$ cat src/hw/rtl/cdd_pkg.sv
// Shared types, constants and calendar tables for the date difference block.
`default_nettype none

package cdd_pkg;

	localparam int DAY_W    = 5;
	localparam int MONTH_W  = 4;
	localparam int YEAR_W   = 14;
	localparam int DNUM_W   = 23;
	localparam int DIFF_W   = 22;
	localparam int ORDER_W  = 2;
	localparam int CENT_W   = 8;
	localparam int BDAYS_W  = 9;

	// Reciprocal of 100 scaled by 2**24, exact for all operands below 2**17.
	localparam int RECIP_W     = 18;
	localparam int RECIP_SHIFT = 24;
	localparam logic [RECIP_W-1:0] RECIP_100 = 18'd167773;

	localparam logic [DIFF_W-1:0] DIFF_MAX = {DIFF_W{1'b1}};

	localparam logic [ORDER_W-1:0] ORDER_EQUAL = 2'd0;
	localparam logic [ORDER_W-1:0] ORDER_LATER = 2'd1;
	localparam logic [ORDER_W-1:0] ORDER_EARLIER = 2'd2;

	localparam logic [MONTH_W-1:0] MONTH_JAN = 4'd1;
	localparam logic [MONTH_W-1:0] MONTH_FEB = 4'd2;
	localparam logic [MONTH_W-1:0] MONTH_DEC = 4'd12;

	typedef struct packed {
		logic s1;
		logic s2;
		logic s3;
	} cdd_stage_en_t;

	function automatic logic [BDAYS_W-1:0] days_before_month(input logic [MONTH_W-1:0] month);
		logic [BDAYS_W-1:0] days;
		unique case (month)
			4'd1:    days = 9'd0;
			4'd2:    days = 9'd31;
			4'd3:    days = 9'd59;
			4'd4:    days = 9'd90;
			4'd5:    days = 9'd120;
			4'd6:    days = 9'd151;
			4'd7:    days = 9'd181;
			4'd8:    days = 9'd212;
			4'd9:    days = 9'd243;
			4'd10:   days = 9'd273;
			4'd11:   days = 9'd304;
			4'd12:   days = 9'd334;
			default: days = 9'd0;
		endcase
		return days;
	endfunction

	function automatic logic [DAY_W-1:0] month_length(input logic [MONTH_W-1:0] month);
		logic [DAY_W-1:0] len;
		unique case (month)
			4'd2:                       len = 5'd28;
			4'd4, 4'd6, 4'd9, 4'd11:    len = 5'd30;
			4'd1, 4'd3, 4'd5, 4'd7,
			4'd8, 4'd10, 4'd12:         len = 5'd31;
			default:                    len = 5'd0;
		endcase
		return len;
	endfunction

endpackage

`default_nettype wire

$ cat src/hw/rtl/calendar_date_difference.sv
// Top level: pipelined day count between two Gregorian dates.
//
//   channel  direction  word
//   s_*      in         two dates (day, month, year each)
//   m_*      out        day difference, order, two validity flags
//
// Four register stages: century count, validity and year terms, day numbers,
// then difference and output register. One word can enter every cycle while
// the pipeline is not held full by a stall on m_tready.
// Reset clears the stage valid bits only.
// Each stage advances when it is empty or its successor advances, so bubbles
// close up under a stall on m_tready and nothing is dropped or repeated.
`default_nettype none

module calendar_date_difference (
	input  wire logic        clk,
	input  wire logic        arst_n,
	input  wire logic        s_tvalid,
	output logic             s_tready,
	// first_day, first_month, first_year, second_day, second_month, second_year, pad
	input  wire logic [47:0] s_tdata,
	output logic             m_tvalid,
	input  wire logic        m_tready,
	// day_difference, order, first_valid, second_valid, pad
	output logic      [31:0] m_tdata
);
	import cdd_pkg::*;

	localparam int KEY_W = YEAR_W + MONTH_W + DAY_W;

	logic [DAY_W-1:0]   first_day;
	logic [MONTH_W-1:0] first_month;
	logic [YEAR_W-1:0]  first_year;
	logic [DAY_W-1:0]   second_day;
	logic [MONTH_W-1:0] second_month;
	logic [YEAR_W-1:0]  second_year;
	logic [KEY_W-1:0]   first_key;
	logic [KEY_W-1:0]   second_key;

	cdd_stage_en_t      en;
	logic               en_s4;
	logic               vld_s1, vld_s2, vld_s3, vld_s4;
	logic [ORDER_W-1:0] order_s1, order_s2, order_s3, order_s4;

	logic [DNUM_W-1:0]  first_num_s3, second_num_s3;
	logic               first_valid_s3, second_valid_s3;
	logic [DNUM_W-1:0]  abs_diff;
	logic [DIFF_W-1:0]  diff;
	logic [DIFF_W-1:0]  diff_s4;
	logic               first_valid_s4, second_valid_s4;

	assign first_day    = s_tdata[4:0];
	assign first_month  = s_tdata[8:5];
	assign first_year   = s_tdata[22:9];
	assign second_day   = s_tdata[27:23];
	assign second_month = s_tdata[31:28];
	assign second_year  = s_tdata[45:32];

	assign en_s4    = !vld_s4 || m_tready;
	assign en.s3    = !vld_s3 || en_s4;
	assign en.s2    = !vld_s2 || en.s3;
	assign en.s1    = !vld_s1 || en.s2;
	assign s_tready = en.s1;

	always_ff @(posedge clk or negedge arst_n) begin
		if (!arst_n) begin
			vld_s1 <= 1'b0;
			vld_s2 <= 1'b0;
			vld_s3 <= 1'b0;
			vld_s4 <= 1'b0;
		end else begin
			if (en.s1) vld_s1 <= s_tvalid;
			if (en.s2) vld_s2 <= vld_s1;
			if (en.s3) vld_s3 <= vld_s2;
			if (en_s4) vld_s4 <= vld_s3;
		end
	end

	// Order is the raw comparison of year, month and day, valid or not.
	assign first_key  = {first_year, first_month, first_day};
	assign second_key = {second_year, second_month, second_day};

	always_ff @(posedge clk) begin
		if (en.s1) begin
			if (first_key == second_key) begin
				order_s1 <= ORDER_EQUAL;
			end else if (first_key > second_key) begin
				order_s1 <= ORDER_LATER;
			end else begin
				order_s1 <= ORDER_EARLIER;
			end
		end
		if (en.s2) order_s2 <= order_s1;
		if (en.s3) order_s3 <= order_s2;
	end

	cdd_date_pipe u_first (
		.clk        (clk),
		.en         (en),
		.day        (first_day),
		.month      (first_month),
		.year       (first_year),
		.day_num_s3 (first_num_s3),
		.valid_s3   (first_valid_s3)
	);

	cdd_date_pipe u_second (
		.clk        (clk),
		.en         (en),
		.day        (second_day),
		.month      (second_month),
		.year       (second_year),
		.day_num_s3 (second_num_s3),
		.valid_s3   (second_valid_s3)
	);

	always_comb begin
		if (first_num_s3 > second_num_s3) begin
			abs_diff = first_num_s3 - second_num_s3;
		end else begin
			abs_diff = second_num_s3 - first_num_s3;
		end
		priority if (!(first_valid_s3 && second_valid_s3)) begin
			diff = '0;
		end else if (abs_diff > DNUM_W'(DIFF_MAX)) begin
			diff = DIFF_MAX;
		end else begin
			diff = abs_diff[DIFF_W-1:0];
		end
	end

	always_ff @(posedge clk) begin
		if (en_s4) begin
			diff_s4         <= diff;
			order_s4        <= order_s3;
			first_valid_s4  <= first_valid_s3;
			second_valid_s4 <= second_valid_s3;
		end
	end

	assign m_tvalid = vld_s4;
	assign m_tdata  = {6'd0, second_valid_s4, first_valid_s4, order_s4, diff_s4};

endmodule

`default_nettype wire

$ cat src/hw/rtl/cdd_date_pipe.sv
// Three-stage pipeline that checks one date and turns it into a day number.
`default_nettype none

module cdd_date_pipe (
	input  wire logic                         clk,
	input  wire cdd_pkg::cdd_stage_en_t       en,
	input  wire logic [cdd_pkg::DAY_W-1:0]    day,
	input  wire logic [cdd_pkg::MONTH_W-1:0]  month,
	input  wire logic [cdd_pkg::YEAR_W-1:0]   year,
	output logic      [cdd_pkg::DNUM_W-1:0]   day_num_s3,
	output logic                              valid_s3
);
	import cdd_pkg::*;

	localparam int PROD_W = YEAR_W + RECIP_W;

	logic [PROD_W-1:0]  cent_prod;
	logic [DAY_W-1:0]   day_s1;
	logic [MONTH_W-1:0] month_s1;
	logic [YEAR_W-1:0]  year_s1;
	logic [CENT_W-1:0]  cent_s1;

	logic [YEAR_W-1:0]  cent_rem;
	logic               rem_nz;
	logic               leap;
	logic [DAY_W-1:0]   len;
	logic               month_ok;

	logic [DAY_W-1:0]   day_s2;
	logic [MONTH_W-1:0] month_s2;
	logic [CENT_W-1:0]  cent_s2;
	logic [DNUM_W-1:0]  y365_s2;
	logic [YEAR_W-2:0]  ceil4_s2;
	logic               rem_nz_s2;
	logic               adj400_s2;
	logic               leap_s2;
	logic               valid_s2;

	logic [DNUM_W-1:0]  year_days;
	logic [DNUM_W-1:0]  day_num;

	// The century count comes from a reciprocal multiply of the year.
	assign cent_prod = PROD_W'(year) * PROD_W'(RECIP_100);

	always_ff @(posedge clk) begin
		if (en.s1) begin
			day_s1   <= day;
			month_s1 <= month;
			year_s1  <= year;
			cent_s1  <= cent_prod[RECIP_SHIFT +: CENT_W];
		end
	end

	always_comb begin
		cent_rem = year_s1 - YEAR_W'(YEAR_W'(cent_s1) * YEAR_W'(100));
		rem_nz   = (cent_rem != '0);
		leap     = (year_s1[1:0] == 2'b00) && (rem_nz || (cent_s1[1:0] == 2'b00));
		month_ok = (month_s1 >= MONTH_JAN) && (month_s1 <= MONTH_DEC);
		len      = month_length(month_s1);
		if (month_s1 == MONTH_FEB && leap) begin
			len = 5'd29;
		end
	end

	always_ff @(posedge clk) begin
		if (en.s2) begin
			day_s2    <= day_s1;
			month_s2  <= month_s1;
			cent_s2   <= cent_s1;
			y365_s2   <= DNUM_W'(year_s1) * DNUM_W'(365);
			ceil4_s2  <= (YEAR_W-1)'((YEAR_W+1)'(year_s1) + (YEAR_W+1)'(3) >> 2);
			rem_nz_s2 <= rem_nz;
			adj400_s2 <= rem_nz || (cent_s1[1:0] != 2'b00);
			leap_s2   <= leap;
			valid_s2  <= month_ok && (day_s1 != '0) && (day_s1 <= len);
		end
	end

	// Year part: 365*y + ceil(y/4) - ceil(y/100) + ceil(y/400).
	always_comb begin
		year_days = y365_s2 + DNUM_W'(ceil4_s2) + DNUM_W'(cent_s2[CENT_W-1:2])
			+ DNUM_W'(adj400_s2) - DNUM_W'(cent_s2) - DNUM_W'(rem_nz_s2);
		day_num = year_days + DNUM_W'(days_before_month(month_s2))
			+ DNUM_W'(leap_s2 && (month_s2 > MONTH_FEB)) + DNUM_W'(day_s2);
	end

	always_ff @(posedge clk) begin
		if (en.s3) begin
			day_num_s3 <= day_num;
			valid_s3   <= valid_s2;
		end
	end

endmodule

`default_nettype wire

$ cat config.mk
export PLATFORM = sky130hd
export DESIGN_NAME = calendar_date_difference
export DESIGN_NICKNAME = d
export VERILOG_FILES = /design/src/hw/rtl/cdd_pkg.sv /design/src/hw/rtl/calendar_date_difference.sv /design/src/hw/rtl/cdd_date_pipe.sv
export SDC_FILE = /design/constraint.sdc
export NUM_CORES = 1
export LEC_CHECK = 0
export ABC_AREA = 0
export BUFFER_PORTS_ARGS = -buffer_cell sky130_fd_sc_hd__buf_2
export CORE_ASPECT_RATIO = 1.4
export CORE_UTILIZATION = 56
export DETAILED_ROUTE_END_ITERATION = 12
export GPL_TIMING_DRIVEN = 0
export PLACE_DENSITY_LB_ADDON = 0.2
export SLEW_MARGIN = 10
export SYNTH_ARGS = -nofsm -noshare
export SYNTH_HDL_FRONTEND = slang
export SYNTH_SLANG_ARGS = --single-unit
$ cat constraint.sdc
create_clock -name clk -period 7.4 [get_ports clk]
set_input_delay 1.48 -clock clk [delete_from_list [all_inputs] [get_ports clk]]
set_output_delay 1.48 -clock clk [all_outputs]
set_load 0.05 [all_outputs]
==> results.md <==
* CTS Buffer Depth at 3
* Netlist cell types at 86
* Worst R2R Start: u_first.cent_s1[2]
* Num ports at 86
* Num rows at between 100 and 150
* EDFF count, synth at between 200 and 300
* Commonest non-fill, non-tap cells in the layout: 696 x inv_1, 634 x ha_1, 332 x fa_1
* Crit. Startpoint: s_tdata[37]
* Avg WL per Cell at around 18 um
* DRT Pass-1 Iters at 5
* Seq/Total Area, Yosys at 25.4%
* Final wirelength at around 70000 um
* Largest net degree at the start of global routing at 45
* Crit end category: register
* Hold WC Path Type: reg -> reg
* Total global routing overflow at 0
* Initial Util at 56.7%
* Hold buffer count at CTS at 0
* Met2 Track Usage GR at between 40% and 50%
* GRT Util Overall at around 25%
* Slew @ Worst Pin at roughly 0.90 ns
* Max FO, Critical Path at 7
* Hold_ws at 0.422 ns
* Ys Warns at 0
* Pins Over Slew Limit at 0
* Width of the die at slightly above 200 um
* Total number of vias at about 22000
* Synth Cell Area at approximately 33000 um^2
* End of the critical path: u_second.cent_s1[6]
* Core box area at 57500 um^2
* Tmin final at 7.23 ns
* Most common cell after layout, fill and taps aside: inv_1
* Max Freq at roughly 140 MHz
* Clk_lat worst skew at around 0.57 ns
* Clock skew at about 0.017 ns
* Worst r2r dst: u_first.valid_s2
* Synthesis-to-finish area growth at 7.84%
* Global route hottest layer: met2
* Unrepaired setup endpoints after global routing: no
* Syn_area_per_cell at between 10 and 15 um^2
* Clock buffer count from CTS at 28
* Vias/cell at 5.50
* Status: finished, final reports clean
* CP startpoint kind: input port
* Final Hold Vio Count at 0
* MaxCap Viol Count at 0
* Primary FF master, synth: edfxtp_1
* Nets@finish at 4197
* Crit path required time at about 7.7 ns
* Placed cells at 3891
* Initial antenna violation count at 0
* Number of global-route vias before repair at between 20000 and 25000
* # diodes at 0
* Slew Limit Headroom at between 30 and 40%
* Finish-stage setup viols at 0
* Die ar. at 59200 um^2
* DRT iter0 DRCs at 815
* #FFs+latches synth at ~280
* Layout cells sized above 1 at between 6 and 7%
* Period utilization at between 90% and 100%
* Final std cells w/o fill at about 4000
* Reg2Reg Depth at 23
* DRC viols at 0
* I/O Buffers at 77
* Die Ht at 287 um
* Fin util at between 60% and 70%
* Worst endpoint data arrival time at 7.55 ns
* Detailed placement HPWL at 59900 um
* GR Util met3 at roughly 1.8%
* Reg2reg setup slack at between 1 and 1.5 ns
* Synth Instances at around 3100
* Clk root buf: clkbuf_16
* H-tree Lvls at 1
* GPL Wtd Cong at 0.913
* Synth async-reset ratio at 1.41%
* Clock sinks at around 280
* First-pass GRT wire length at around 120000 um
* Post-route ant nets at 0
* TritonCTS clock tree: yes
* Fillers at ~4800
* Reg clk slew, reported paths at 0.07 ns
* Met1 Track Usage GR at approximately 28%
* Worst Setup Path Type: in -> reg
-- worst min path at each step --
stage | start | to | slack, ns | cells after the start
3_5_place_dp | u_first.valid_s2 | u_first.valid_s3 | 0.41 | 0
2_1_floorplan | order_s1[0] | order_s2[0] | 0.40 | 0
4_1_cts | u_first.valid_s2 | u_first.valid_s3 | 0.42 | 0
3_3_place_gp | order_s1[0] | order_s2[0] | 0.41 | 0
6_report | u_first.valid_s2 | u_first.valid_s3 | 0.42 | 0
5_1_grt | u_first.valid_s2 | u_first.valid_s3 | 0.43 | 0
-- what timing repair did --
action                                 CTS  global route
resized for setup                        1             1
endpoints found under the hold margin    0             0
setup endpoints to repair                1             1
buffers inserted                         0             0
-- synth_stat cells, types with 36 or more instances --
cell	n	share of area (%)
inv_1	696	8.0
ha_1	634	24
fa_1	332	20
edfxtp_1	256	24
a21oi_1	130	2.0
nor2_1	112	1.3
xnor2_1	99	2.7
nand2_1	97	1.1
o21ai_0	81	1.2
xor2_1	51	1.4
a21o_1	46	1.1
nor3_1	42	0.65
nand3_1	36	0.55
-- logic make-up after synthesis --
family / after synthesis / share of synthesized area, %
xor+xnor: 150 / 4.03
fa+ha+maj: 966 / 44.7
flops: 284 / 25.4
compound gates: 459 / 9.44
simple gates: 442 / 6.75
buf+inv: 729 / 8.68
other cells: 1 / 0.0115
mux: 31 / 0.979
-- final cells by class --
class	count	area [um^2]	share of cell area, %
Clock buffer	30	708	2.02
Buffer	33	223	0.634
Inverter	696	2610	7.43
Timing Repair Buffer	82	485	1.38
Sequential cell	284	8270	23.5
Clock inverter	22	389	1.11
Tap cell	742	928	2.64
Multi-Input combinational cell	2054	21500	61.3
-- critical path, cell delays in order --
cell and delay, ns:
buf_2 0.19, fa_1 0.63, inv_1 0.09, fa_1 0.51
fa_1 0.52, fa_1 0.50, inv_1 0.05, fa_1 0.50
fa_1 0.44, ha_1 0.31, a21oi_1 0.11, nor2_1 0.13
nor3_1 0.08, and3b_1 0.22, a2111oi_0 0.83, nor3_1 0.26
o31ai_1 0.42, a21oi_1 0.14, xnor2_1 0.13
-- registers in the layout (all words and copies together) (netlist names), 13 cells and up, named ones only --
| register | flops |
|---|---|
| u_second.day_num_s3 | 23 |
| u_first.ceil4_s2 | 13 |
| u_first.year_s1 | 14 |
| u_second.year_s1 | 14 |
| diff_s4 | 22 |
| u_first.y365_s2 | 23 |
| u_first.day_num_s3 | 23 |
| u_second.ceil4_s2 | 13 |
| u_second.y365_s2 | 23 |
-- metal layers --
layer  vias up  routed length (um)
met2       398               37100
met4         0                3420
met5         -                   0
met3       165                2010
li1      10500                   -
met1     10600               27000
-- through the flow --
stage / setup TNS [ns] / setup WS [ns] / instance area, um^2
2_1_floorplan: 0 / 0.229 / 32600
3_3_place_gp: -35.18 / -1.93 / 33900
3_5_place_dp: -3.09 / -0.625 / 34000
4_1_cts: 0 / 0.169 / 35100
5_1_grt: 0 / 0.0415 / 35100
6_report: 0 / 0.175 / 35100
Power is left out: the tool's default activity adds up to more than one toggle a clock period on the data nets, which glitch-free logic cannot reach.
